**src/sv/icrc_pkg.sv**
```systemverilog
// Shared types, constants and register map for the crop-and-rotate core.
package icrc_pkg;

  localparam int MAX_DIM = 256;
  localparam int DIM_W   = $clog2(MAX_DIM);
  localparam int ADDR_W  = 2 * DIM_W;
  // compare width: holds a position plus one and any sum of two register fields
  localparam int CMP_W   = DIM_W + 2;
  localparam int PIX_W   = 24;

  localparam logic OP_LOAD  = 1'b0;
  localparam logic OP_FETCH = 1'b1;

  localparam logic [1:0] STATUS_OK         = 2'd0;
  localparam logic [1:0] STATUS_BAD_WINDOW = 2'd1;
  localparam logic [1:0] STATUS_NOT_READY  = 2'd2;

  localparam int CFG_ADDR_W = 5;
  localparam logic [2:0] REG_SOURCE_WIDTH  = 3'd0;
  localparam logic [2:0] REG_SOURCE_HEIGHT = 3'd1;
  localparam logic [2:0] REG_WINDOW_LEFT   = 3'd2;
  localparam logic [2:0] REG_WINDOW_TOP    = 3'd3;
  localparam logic [2:0] REG_WINDOW_WIDTH  = 3'd4;
  localparam logic [2:0] REG_WINDOW_HEIGHT = 3'd5;

  typedef struct packed {
    logic             op;
    logic [PIX_W-1:0] pixel_in;
  } cmd_t;

  typedef struct packed {
    logic [PIX_W-1:0] pixel_out;
    logic             last_pixel;
    logic [1:0]       status;
  } result_t;

  typedef struct packed {
    logic [8:0] source_width;
    logic [8:0] source_height;
    logic [7:0] window_left;
    logic [7:0] window_top;
    logic [8:0] window_width;
    logic [8:0] window_height;
  } cfg_t;

endpackage

```
**src/sv/icrc_ctrl.sv**
```systemverilog
// Load/fetch sequencer: position counters, buffer addressing, result stage.
module icrc_ctrl
  import icrc_pkg::*;
(
  input  logic              clk,
  input  logic              rst,
  input  logic              take,
  input  cmd_t              cmd,
  input  cfg_t              cfg,
  input  logic [PIX_W-1:0]  ram_q,
  output logic              ram_we,
  output logic              ram_re,
  output logic [ADDR_W-1:0] ram_addr,
  output logic              done,
  output result_t           result
);

  logic [DIM_W-1:0] load_row, load_row_next;
  logic [DIM_W-1:0] load_column, load_column_next;
  logic             frame_complete, frame_complete_next;
  logic [DIM_W-1:0] emit_row, emit_row_next;
  logic [DIM_W-1:0] emit_column, emit_column_next;

  logic       res_valid;
  logic       res_from_ram;
  logic       res_last;
  logic [1:0] res_status;
  logic       res_from_ram_next;
  logic       res_last_next;
  logic [1:0] res_status_next;

  logic [CMP_W-1:0] sw, sh, wl, wt, ww, wh;
  logic [CMP_W-1:0] lrow, lcol, lcol_inc, lrow_inc, ecol_inc, erow_inc;
  logic [CMP_W-1:0] src_r;
  logic             win_ok, in_window;
  logic [DIM_W-1:0] crop_r, crop_c;

  assign sw = CMP_W'(cfg.source_width);
  assign sh = CMP_W'(cfg.source_height);
  assign wl = CMP_W'(cfg.window_left);
  assign wt = CMP_W'(cfg.window_top);
  assign ww = CMP_W'(cfg.window_width);
  assign wh = CMP_W'(cfg.window_height);

  assign win_ok = (sw != '0) && (sw <= CMP_W'(MAX_DIM)) &&
                  (sh != '0) && (sh <= CMP_W'(MAX_DIM)) &&
                  (ww != '0) && (wh != '0) &&
                  (wl + ww <= sw) && (wt + wh <= sh);

  assign lrow     = CMP_W'(load_row);
  assign lcol     = CMP_W'(load_column);
  assign lcol_inc = lcol + CMP_W'(1);
  assign lrow_inc = lrow + CMP_W'(1);
  assign ecol_inc = CMP_W'(emit_column) + CMP_W'(1);
  assign erow_inc = CMP_W'(emit_row) + CMP_W'(1);

  assign in_window = (lrow >= wt) && (lrow < wt + wh) && (lcol >= wl) && (lcol < wl + ww);
  assign crop_r    = DIM_W'(lrow - wt);
  assign crop_c    = DIM_W'(lcol - wl);
  assign src_r     = wh - CMP_W'(1) - CMP_W'(emit_column);

  always_comb begin
    load_row_next       = load_row;
    load_column_next    = load_column;
    frame_complete_next = frame_complete;
    emit_row_next       = emit_row;
    emit_column_next    = emit_column;
    res_from_ram_next   = 1'b0;
    res_last_next       = 1'b0;
    res_status_next     = STATUS_OK;
    ram_we              = 1'b0;
    ram_re              = 1'b0;
    ram_addr            = {DIM_W'(src_r), emit_row};

    if (take && cmd.op == OP_LOAD) begin
      ram_addr = {crop_r, crop_c};
      if (win_ok && !frame_complete) begin
        ram_we = in_window;
        if (lcol_inc >= sw) begin
          load_column_next = '0;
          if (lrow_inc >= sh) begin
            load_row_next       = '0;
            frame_complete_next = 1'b1;
          end else begin
            load_row_next = DIM_W'(lrow_inc);
          end
        end else begin
          load_column_next = DIM_W'(lcol_inc);
        end
      end
    end else if (take) begin
      if (!win_ok) begin
        res_status_next = STATUS_BAD_WINDOW;
      end else if (!frame_complete) begin
        res_status_next = STATUS_NOT_READY;
      end else begin
        ram_re            = 1'b1;
        res_from_ram_next = 1'b1;
        if (ecol_inc >= wh) begin
          emit_column_next = '0;
          res_last_next    = (erow_inc >= ww);
          emit_row_next    = DIM_W'(erow_inc);
        end else begin
          emit_column_next = DIM_W'(ecol_inc);
          res_last_next    = (CMP_W'(emit_row) >= ww);
        end
        if (res_last_next) begin
          emit_row_next       = '0;
          emit_column_next    = '0;
          frame_complete_next = 1'b0;
        end
      end
    end
  end

  always_ff @(posedge clk) begin
    if (rst) begin
      load_row       <= '0;
      load_column    <= '0;
      frame_complete <= 1'b0;
      emit_row       <= '0;
      emit_column    <= '0;
      res_valid      <= 1'b0;
    end else begin
      load_row       <= load_row_next;
      load_column    <= load_column_next;
      frame_complete <= frame_complete_next;
      emit_row       <= emit_row_next;
      emit_column    <= emit_column_next;
      res_valid      <= take && (cmd.op == OP_FETCH);
    end
  end

  always_ff @(posedge clk) begin
    res_from_ram <= res_from_ram_next;
    res_last     <= res_last_next;
    res_status   <= res_status_next;
  end

  assign done              = res_valid;
  assign result.pixel_out  = res_from_ram ? ram_q : '0;
  assign result.last_pixel = res_last;
  assign result.status     = res_status;

endmodule

```
**config.mk**
```make
export PLATFORM = sky130hd
export DESIGN_NAME = icrc_ctrl
export DESIGN_NICKNAME = d
export VERILOG_FILES = /design/src/sv/icrc_pkg.sv /design/src/sv/icrc_ctrl.sv
export SDC_FILE = /design/constraint.sdc
export NUM_CORES = 1
export LEC_CHECK = 0
export BUFFER_PORTS_ARGS = -buffer_cell sky130_fd_sc_hd__buf_4
export CORE_UTILIZATION = 40
export DETAILED_ROUTE_END_ITERATION = 16
export MAX_ROUTING_LAYER = met4
export PLACE_DENSITY = 0.69
export SYNTH_ARGS = -nofsm -noshare
export SYNTH_HDL_FRONTEND = slang
export SYNTH_SLANG_ARGS = --single-unit
export TNS_END_PERCENT = 1
```
**constraint.sdc**
```tcl
create_clock -name clk -period 7.2 [get_ports clk]
set_clock_uncertainty 0.15 [all_clocks]
set_input_delay 0.36 -clock clk [delete_from_list [all_inputs] [get_ports clk]]
set_output_delay 0.36 -clock clk [all_outputs]
set_load 0.05 [all_outputs]
```
==> summary.md <==
| Metric | Value |
|---|---|
| Vias in the first global route | `5,681` |
| Die area | `between 0.015 and 0.02 mm^2` |
| Clock latency on the worst-skew pair | `280 ps` |
| Syn_nets | `around 1,000` |
| # DRC | `0` |
| Sequential area share after synthesis | `12.4%` |
| Ys async rst share | `0%` |
| DRT iter0 DRCs | `around 450` |
| Max-slew violations | `0` |
| WP data arrival | `4510 ps` |
| Worst path cell trace | `buf_4, ha_1, inv_1, fa_1, nor2b_1, o2111ai_1, a31oi_1, xnor2_1, ha_1, nand2_1, nor3_1, o211ai_1, or4_4, nor4_4, nand2_1, and4bb_1, buf_4` |
| Most frequent cells in the layout | `buf_4, ha_1, inv_1` |
| CTS buffer count | `5` |
| Setup violators final | `0` |
| TritonRoute pass-1 iters | `5` |
| Required @ worst endpoint | `between 6000 and 7000 ps` |
| Worst-case clock buffer depth | `2` |
| Post-DR vias/cell | `5.54` |
| Mapped Cells | `just over 800` |
| Min Tclk post-route | `5020 ps` |
| Clk slew on worst S/H paths | `around 60 ps` |
| GP Congestion | `0.898` |
| Detailed Place HPWL | `around 14,000 um` |
| Root Buffer | `clkbuf_16` |
| Synth cell types | `65` |
| Initial antenna violation count | `0` |
| Synthesized area | `0.00615 mm^2` |
| Setup TNS | `0 ps` |
| Max FO, Critical Path | `14` |
| Fin crit share | `69.7%` |
| Place WS | `between 2000 and 2500 ps` |
| First-pass GRT wire length | `27,900 um` |
| Final WS setup | `between 2000 and 2500 ps` |
| FF-to-FF Start | `emit_column[0]` |
| Area delta synth->final | `18.7%` |
| Post_cts resized | `0` |
| Static Leak | `3.55 nW` |
| Via count | `just over 6,000` |
| Slowest CP cell | `nor4_4` |
| CP max stage delay | `730 ps` |
| Share of cells above drive strength 1 | `16.4%` |
| Top Family by Delay on Critical Path | `simple AND/OR/NAND/NOR gates` |
| Core ar. | `0.0148 mm^2` |
| H-tree depth | `2` |
| ANT nets after route | `0` |
| I/O Buffers | `125` |
| Die width | `126 um` |
| TritonCTS sink count | `38` |
| CP Launch Type | `input pin` |
| Final net count | `1,154` |
| Total power | `0.000757 W` |
| Post-synth EDFFs | `0` |
| Maximum capacitance violations | `0` |
| GRT Overall Usage | `22.1%` |
| Slew HR | `30.0%` |
| Pwr/cell area | `104 mW/mm^2` |
| Starting density of the core | `41.7%` |
| CTS tree | `yes` |
| Final Core Density | `49.5%` |
| Status | `finished clean` |
| Final Hold Fails | `0` |
| Synth Flop Type | `dfxtp_1` |
| VDD IR max | `about 83 uV` |
| Die Span Y | `roughly 130 um` |
| CTS Hold Buffers Added | `0` |
| Hold Path Class | `in -> reg` |
| Hold Crit Start | `take` |
| Ant. Diodes | `0` |
| Row cnt | `44` |
| Total wire length | `between 15,000 and 20,000 um` |
| Count of yosys warnings during synthesis | `0` |
| I/O pins | `150` |
| Synth area leaders | `ha_1, dfxtp_1, inv_1` |
| #FFs+latches synth | `38` |
| Worst slew pin tran | `between 1000 and 1500 ps` |
| RSZ-0062 raised after global routing | `no` |
| Max Freq | `approximately 200 MHz` |
| Routed length per instance | `15.5 um` |
| Hold slack | `256 ps` |
| Syn_area_per_cell | `7.51 um^2` |
| Area leader, netlist | `ha_1` |
| Yosys top cell area share | `24.2%` |
| Commonest non-fill, non-tap cell in the layout | `buf_4` |
| Largest net degree at the start of global routing | `35` |
| Buffers & Inverters on Critical Path | `3` |
| Post-CTS Setup Repair Bufs | `0` |
| Crit path kind | `in -> out` |
| Nature of the critical path endpoint | `output pin` |
| Remaining global-route overflow | `0` |
| Worst setup path startpoint | `cfg[9]` |
[power by group]
part | switching, W | internal, W | total [W]
Combinational | 0.000190 | 0.000134 | 0.000323
Sequential | 0.000000519 | 0.000211 | 0.000212
Clock | 0.0000848 | 0.000137 | 0.000222
[cells by family (layout without fill, tap and decap cells)]
| logic type | count (synthesis) | after routing | synth area share [%] |
|---|---|---|---|
| simple gates | 277 | 277 | 24.2 |
| flops | 38 | 38 | 12.4 |
| fa+ha+maj | 124 | 124 | 25.8 |
| xor+xnor | 53 | 53 | 7.55 |
| buf+inv | 117 | 225 | 8.61 |
| mux | 1 | 1 | 0.163 |
| compound gates | 209 | 209 | 21.3 |
[per-stage QoR]
stage | instances | cell area [um^2]
after detailed placement | 1103 | 7150
after global placement | 1103 | 7150
final | 1111 | 7300
after global routing | 1111 | 7300
after floorplan | 819 | 6150
after CTS | 1111 | 7300
[state kept, by name (all words and copies together), names as in the netlist]
signal	cells
res_last	1
load_column	8
emit_column	8
res_status	2
emit_row	8
done	1
load_row	8
frame_complete	1
res_from_ram	1
[cell type report]
type	instances	area, um^2
clock buffer	6	139
clock inverter	2	12.5
fill	1520	7460
inverter	90	338
multi-input combinational	664	4860
sequential	38	761
timing repair buffer	127	953
tap	184	230
[final timing paths]
check,to,slack (ps),depth (start not counted)
max,ram_we,2180,17
max reg2reg,emit_row[3],3570,12
min,done,260,3
min reg2reg,emit_column[6],390,2
[worst min-delay path: stages]
cell and delay [ps]:
buf_4 100, nand2_1 100, nor2_1 90
[cells in the mapped netlist (9+ instances only)]
cell,number
nand4_1,34
nand2b_1,13
nand3_1,22
and2_1,27
a31oi_1,9
nand2_1,50
nor2b_1,12
nor3_1,23
clkbuf_1,11
o31ai_1,10
inv_1,90
nor4_1,9
a211oi_1,9
xor2_1,15
dfxtp_1,38
and3_1,14
ha_1,119
a21oi_1,58
xnor2_1,38
nor2_1,50
o21ai_0,58
a21o_1,15
[routing by layer]
| metal | track usage, % | share of wire [%] | up-vias |
|---|---|---|---|
| li1 | - | - | 3160 |
| met1 | 30.2 | 49 | 2801 |
| met2 | 34.5 | 45 | 175 |
| met3 | 2.46 | 4.7 | 24 |
| met4 | 5.81 | 1.5 | 0 |
| met5 | - | 0 | - |
Note: power is estimated with default switching activity, not from simulation.
