## config.mk

```make
export PLATFORM = sky130hd
export DESIGN_NAME = icrc_regs
export DESIGN_NICKNAME = d
export VERILOG_FILES = /design/src/sv/icrc_pkg.sv /design/src/sv/icrc_regs.sv
export SDC_FILE = /design/constraint.sdc
export NUM_CORES = 1
export LEC_CHECK = 0
export BUFFER_PORTS_ARGS = -buffer_cell sky130_fd_sc_hd__buf_4
export CORE_MARGIN = 1.5
export CORE_UTILIZATION = 30
export CTS_BUF_LIST = sky130_fd_sc_hd__clkbuf_16
export DETAILED_ROUTE_END_ITERATION = 16
export HOLD_SLACK_MARGIN = 0.1
export PLACE_DENSITY = 0.6
export REMOVE_ABC_BUFFERS = 1
export SYNTH_ARGS = -nofsm -noshare
export SYNTH_HDL_FRONTEND = slang
export SYNTH_SLANG_ARGS = --single-unit
```

## constraint.sdc

```tcl
create_clock -name clk -period 2.2 [get_ports clk]
set_input_delay 0 -clock clk [delete_from_list [all_inputs] [get_ports clk]]
set_output_delay 0 -clock clk [all_outputs]
set_load 0.03 [all_outputs]
```

## src/sv/icrc_pkg.sv

```systemverilog
// Shared types, constants and register map for the crop-and-rotate core.
package icrc_pkg;

  localparam int MAX_DIM = 256;
  localparam int DIM_W   = $clog2(MAX_DIM);
  localparam int ADDR_W  = 2 * DIM_W;
  // compare width: holds a position plus one and any sum of two register fields
  localparam int CMP_W   = DIM_W + 2;
  localparam int PIX_W   = 24;

  localparam logic OP_LOAD  = 1'b0;
  localparam logic OP_FETCH = 1'b1;

  localparam logic [1:0] STATUS_OK         = 2'd0;
  localparam logic [1:0] STATUS_BAD_WINDOW = 2'd1;
  localparam logic [1:0] STATUS_NOT_READY  = 2'd2;

  localparam int CFG_ADDR_W = 5;
  localparam logic [2:0] REG_SOURCE_WIDTH  = 3'd0;
  localparam logic [2:0] REG_SOURCE_HEIGHT = 3'd1;
  localparam logic [2:0] REG_WINDOW_LEFT   = 3'd2;
  localparam logic [2:0] REG_WINDOW_TOP    = 3'd3;
  localparam logic [2:0] REG_WINDOW_WIDTH  = 3'd4;
  localparam logic [2:0] REG_WINDOW_HEIGHT = 3'd5;

  typedef struct packed {
    logic             op;
    logic [PIX_W-1:0] pixel_in;
  } cmd_t;

  typedef struct packed {
    logic [PIX_W-1:0] pixel_out;
    logic             last_pixel;
    logic [1:0]       status;
  } result_t;

  typedef struct packed {
    logic [8:0] source_width;
    logic [8:0] source_height;
    logic [7:0] window_left;
    logic [7:0] window_top;
    logic [8:0] window_width;
    logic [8:0] window_height;
  } cfg_t;

endpackage

```

## src/sv/icrc_regs.sv

```systemverilog
// APB configuration registers for the crop window and source size.
module icrc_regs
  import icrc_pkg::*;
(
  input  logic                  clk,
  input  logic                  rst,
  input  logic                  psel,
  input  logic                  penable,
  input  logic                  pwrite,
  input  logic [CFG_ADDR_W-1:0] paddr,
  input  logic [31:0]           pwdata,
  output logic [31:0]           prdata,
  output logic                  pready,
  output cfg_t                  cfg
);

  logic       wr;
  logic [2:0] idx;

  assign pready = 1'b1;
  assign wr     = psel & penable & pwrite;
  assign idx    = paddr[CFG_ADDR_W-1:2];

  always_ff @(posedge clk) begin
    if (rst) begin
      cfg.source_width  <= 9'd256;
      cfg.source_height <= 9'd256;
      cfg.window_left   <= 8'd0;
      cfg.window_top    <= 8'd0;
      cfg.window_width  <= 9'd256;
      cfg.window_height <= 9'd256;
    end else if (wr) begin
      unique case (idx)
        REG_SOURCE_WIDTH:  cfg.source_width  <= pwdata[8:0];
        REG_SOURCE_HEIGHT: cfg.source_height <= pwdata[8:0];
        REG_WINDOW_LEFT:   cfg.window_left   <= pwdata[7:0];
        REG_WINDOW_TOP:    cfg.window_top    <= pwdata[7:0];
        REG_WINDOW_WIDTH:  cfg.window_width  <= pwdata[8:0];
        REG_WINDOW_HEIGHT: cfg.window_height <= pwdata[8:0];
        default: ;
      endcase
    end
  end

  always_comb begin
    unique case (idx)
      REG_SOURCE_WIDTH:  prdata = {23'd0, cfg.source_width};
      REG_SOURCE_HEIGHT: prdata = {23'd0, cfg.source_height};
      REG_WINDOW_LEFT:   prdata = {24'd0, cfg.window_left};
      REG_WINDOW_TOP:    prdata = {24'd0, cfg.window_top};
      REG_WINDOW_WIDTH:  prdata = {23'd0, cfg.window_width};
      REG_WINDOW_HEIGHT: prdata = {23'd0, cfg.window_height};
      default:           prdata = 32'd0;
    endcase
  end

endmodule

```

==> flow_summary.toml, run 1 <==
[timing]
rsz0062_at_grt = "false"
setup_viol_count_final = 0
slew_violations = 0
finalCriticalPeriod_ns = 1.45
skew_ns = 0
max_freq_mhz = 691
fin_setup_tns_ns = 0
hold_violations = 0
worst_pin_slew_ns = 0.548
slew_headroom = 0.634
finalCritPeriodShare = 0.658

[worst_setup_path]
cp-end-kind = "output pin"
r2r_cells = 2
critPathRequiredTime_ns = 2.20
cp_num_buf_inv = 1
cp.arrival_ns = 1.45
crit_fanout = 3
crit_type = "reg2out"
start_kind = "register"
crit_chain = "mux2_2, a32oi_1, o311ai_0, buf_4"
critical-path-top-delay-family = "compound AO/OA/AOI/OAI gates"
critical_path.slowest_cell = "dfxtp_1"
cp.depth = 4
critical_path.max_stage_delay_ns = 0.33

[global_routing]
grt_pass1_wl_mm = 10.7
antenna_found_initial = 0
grt_start_max_net_pins = 62
grtUsageTotal = 0.145
overflow = 0
first_global_vias = 1944

[final_layout]
nNetsFinal = 372
layout_commonest_cell = "buf_4"
drive_above_1_share = 0.311
fillers = 884
top_register = "cfg"
final_core_util = 0.389
antenna_cells = 0
final_cell_mix = "buf_4 (78), nand2b_1 (56), mux2i_1 (54)"
syn2layout_area_growth_pct = 26.7
largest_reg_flops = 52
largestRegisters = "cfg: 52 flops"

[logic_synthesis]
syn_inst = 261
syn_avg_cell_area_um2 = 10.2
ys_ff_latch = 52
yosys.area.top_type = "dfxtp_1"
ys_seq_area_frac = 0.392
yosysTopAreaCellShare = 0.392
netlist_area_mm2 = 0.00265
synth_cell_types = 25
synth_area_leaders = "dfxtp_1 (39%), mux2i_1 (20%), nand2b_1 (13%)"
synth_warnings = 0

[cts]
hold_buffers = 2
cts_setup_buffers = 0
clock_path_buffers = 2
htree_levels = 2
clk_pin_slew_ns = 0.07
cts_tree = "done"
cts_root_buf = "clkbuf_16"
cts_inserted_buffers = 5
insertion_delay_ns = 0.28
ctsResizeCount = 0
clock-sinks = 52

[routing]
wl_mm = 7.05
route.detailed.drc = 0
ant_nets = 0
vias = 2008
wl_per_cell_um = 16.1
first_pass_iters = 4
viasPerCell = 4.57
drt_iter0_markers = 69

[power_and_ir_drop]
leakagePower_nw = 1.69
vdd_drop_max_uv = 299
p_per_area_mw_per_mm2 = 576

[min_path]
hp-class = "in2reg"
hold_depth = 3

[floorplanning]
core_mm2 = 0.00864
die-area_mm2 = 0.00942
die_h_um = 97.1
io_pins = 127
rows = 34
die_w_um = 97.1
initial_core_util = 0.307

[placement]
gp_congestion = 0.709
port_buffers = 77
place.detailed.hpwl_mm = 4.63

[run]
maxCapViolCount = 0

[run_status]
outcome = "complete, no violations"
tightest hold or removal path, stage by stage:
cell and delay (ns):
buf_4 0.08, nand2b_1 0.13, mux2i_1 0.15
where the power goes:
part	internal [mW]	switching [mW]	leakage (nW)
combinational	0.0774	0.162	1.20
clock	0.410	0.333	0.0738
sequential	0.948	0.00562	0.419
metrics by stage:
step                instances  power, mW  area, µm²  hold WS (ns)  worst slack, ns
floorplan                 243       1.12       2490         0.110            0.411
global placement          429       1.21       3210         0.302            0.827
detailed placement        429       1.21       3210         0.304            0.770
CTS                       439       1.96       3360         0.118            0.730
global route              439       2.01       3360         0.136            0.684
finish                    439       1.94       3360         0.111            0.752
cell families after synthesis:
family | after synthesis | share of synthesized area
AND/OR/NAND/NOR | 77 | 0.177
multiplexers | 69 | 0.276
other | 2 | 0.00283
flip-flops | 52 | 0.392
AO/OA/AOI/OAI | 20 | 0.0566
buffers and inverters | 41 | 0.0957
area by class of cell:
class                           count  area (µm²)  share of cell area
Multi-Input combinational cell    190        1440               0.429
Inverter                            1        3.75             0.00112
Sequential cell                    52        1040               0.310
Timing Repair Buffer               80         606               0.180
Clock inverter                      3        11.3             0.00335
Tap cell                          108         135              0.0402
Clock buffer                        5         125              0.0372
cells in the mapped netlist:
| cell | instances |
|---|---|
| nand2b_1 | 56 |
| mux2i_1 | 54 |
| dfxtp_1 | 52 |
| buf_4 | 25 |
| mux2_2 | 13 |
| clkbuf_1 | 10 |
| nor2_1 | 6 |
| a21oi_1 | 5 |
| a221oi_1 | 5 |
| a22oi_1 | 5 |
| buf_2 | 5 |
| nand2_2 | 5 |
| nor2b_1 | 3 |
| a32oi_1 | 2 |
| conb_1 | 2 |
| mux4_2 | 2 |
| nand3_1 | 2 |
| o311ai_0 | 2 |
| a22o_1 | 1 |
| and2_1 | 1 |
| and2b_1 | 1 |
| and4_1 | 1 |
| and4b_1 | 1 |
| inv_1 | 1 |
| nand2_1 | 1 |
worst paths after layout:
path,from,slack [ns],to
setup / recovery,cfg[7],0.75,prdata[7]
hold / removal,pwdata[5],0.11,cfg[5]
setup reg to reg,cfg[42],1.53,cfg[42]
hold reg to reg,cfg[20],0.49,cfg[20]
routing by layer:
layer / vias up / global-route usage / wire length [µm]
li1: 986 / - / -
met1: 949 / 0.198 / 3400
met2: 69 / 0.233 / 3240
met3: 4 / 0.0338 / 375
met4: 0 / 0.0334 / 44
met5: - / 0 / 0
Note: power is estimated with default switching activity, not from simulation.
==> inputs of run 2 (changes only) <==
--- a/config.mk
+++ b/config.mk
@@ -11,7 +11,7 @@
 export CTS_BUF_LIST = sky130_fd_sc_hd__clkbuf_16
 export DETAILED_ROUTE_END_ITERATION = 16
 export HOLD_SLACK_MARGIN = 0.1
-export PLACE_DENSITY = 0.6
+export PLACE_DENSITY = 0.62
 export REMOVE_ABC_BUFFERS = 1
 export SYNTH_ARGS = -nofsm -noshare
 export SYNTH_HDL_FRONTEND = slang
==> constraint.sdc (replaced) <==
create_clock -name clk -period 1.25 [get_ports clk]
set_input_delay 0 -clock clk [delete_from_list [all_inputs] [get_ports clk]]
set_output_delay 0 -clock clk [all_outputs]
set_load 0.03 [all_outputs]
==> run 2 against run 1 <==
Against the previous run:
- the flow now finishes with violations (negative setup slack)
- clock power up 76%
- critical path depth decreased by 1
- critical path type unchanged
- routed wire length up 2.4%
- via count increased by 5.9%
==> flow_summary.toml, run 2 (same netlist as run 1, synthesis figures left out) <==
[placement]
place.detailed.hpwl_mm = 4.85
gp_congestion = 0.777
place_area_mm2 = 0.00328
port_buffers = 77

[global_routing]
grt_start_max_net_pins = 46
grtUsageTotal = 0.149
first_global_vias = 2126
overflow = 0
antenna_found_initial = 0
grt_pass1_wl_mm = 11.2

[run]
maxCapViolCount = 0

[final_layout]
drive_above_1_share = 0.440
multi_input_comb_area_mm2 = 0.00152
regArea_mm2 = 0.00107
top_register = "cfg"
final_cell_mix = "buf_4 (97), nand2b_1 (56), mux2i_1 (54)"
fillers = 881
nNetsFinal = 393
layout_commonest_cell = "buf_4"
largestRegisters = "cfg: 52 flops"
stdcell_area_mm2 = 0.00364
largest_reg_flops = 52
antenna_cells = 0
final_core_util = 0.421
syn2layout_area_growth_pct = 37.1

[timing]
finalCritPeriodShare = 1.13
fin_ws_ns = -0.162
setup_viol_count_final = 9
max_freq_mhz = 708
fin_setup_tns_ns = -0.943
finalCriticalPeriod_ns = 1.41
slew_violations = 0
skew_ns = 0
rsz0062_at_grt = "true"
hold_violations = 0
whs_ns = 0.109

[floorplanning]
die_h_um = 97.1
initial_core_util = 0.307
core_mm2 = 0.00864
die_w_um = 97.1
io_pins = 127
die-area_mm2 = 0.00942
rows = 34

[worst_setup_path]
cp-end-kind = "output pin"
crit_type = "reg2out"
crit_fanout = 2
start_kind = "register"
cp.arrival_ns = 1.41
critPathRequiredTime_ns = 1.25

[power_and_ir_drop]
vdd_drop_max_uv = 451
clkPwrFrac = 0.380
leakagePower_nw = 1.86
finalPower_mw = 3.45
p_int_mw = 2.55
power_frac_comb = 0.134
seqPwrFrac = 0.486
swShare = 0.260
power.switching_mw = 0.899
p_per_area_mw_per_mm2 = 949

[cts]
clock-sinks = 52
cts_inserted_buffers = 5
htree_levels = 2
clk_pin_slew_ns = 0.07
cts_tree = "done"
cts_root_buf = "clkbuf_16"
clock_path_buffers = 2
insertion_delay_ns = 0.28

[run_status]
violations = "negative setup slack"
outcome = "finished with violations"

[routing]
top_layer = "met4"
vias = 2126
route.detailed.drc = 0
drt-met1-wl_mm = 3.28
wl_mm = 7.22
first_pass_iters = 4
viasPerCell = 4.62
drt_iter0_markers = 81
ant_nets = 0
wl_per_cell_um = 15.7
dr_wl_met3_um = 321
wl_met2_mm = 3.52

[min_path]
hp-class = "in2reg"
## run 2: worst paths after layout
| path | end | slack, ns | depth (start not counted) | startpoint |
|---|---|---|---|---|
| min | cfg[13] | 0.11 | 3 | pwdata[4] |
| max | prdata[1] | -0.16 | 3 | cfg[19] |
| min reg2reg | cfg[32] | 0.49 | 2 | cfg[32] |
| max reg2reg | cfg[51] | 0.50 | 3 | cfg[51] |
## run 2: worst max-delay path: stages, from the launching register on
cell     delay, ns
dfxtp_2       0.32
mux4_2        0.46
a22o_1        0.21
buf_6         0.14
## run 2: what timing repair did
action | in CTS | in global routing
setup buffers | 10 | 2
hold buffers | 1 | 0
endpoints found under the setup margin | 9 | 9
pin swaps | 2 | 3
resized for setup | 29 | 13
hold endpoints to repair | 4 | 0
## run 2: stage by stage
stage | worst slack (ns) | cells
floorplan | -0.539 | 243
global placement | 0.0494 | 439
detailed placement | 0.0379 | 439
CTS | -0.149 | 458
global route | -0.200 | 460
finish | -0.162 | 460
## run 2: layout make-up
class                   count  share of cell area
inverters                   1             0.00103
multi-input cells         190               0.418
clock inverters             3             0.00310
well taps                 108              0.0372
repair buffers            101               0.212
clock buffers               5              0.0344
flip-flops and latches     52               0.294
## run 2: per-layer routing
layer / track usage / vias up
met5: 0 / -
met4: 0.0401 / 0
met3: 0.0309 / 10
met2: 0.250 / 71
met1: 0.194 / 1018
li1: - / 1027
## run 2: power by group through the flow
| stage | clock [mW] | sequential, mW | combinational (mW) |
|---|---|---|---|
| global route | 1.41 | 1.68 | 0.490 |
| finish | 1.31 | 1.68 | 0.462 |
| global placement | 0 | 1.72 | 0.434 |
| detailed placement | 0 | 1.72 | 0.435 |
| CTS | 1.35 | 1.68 | 0.455 |
| floorplan | 0 | 1.74 | 0.234 |
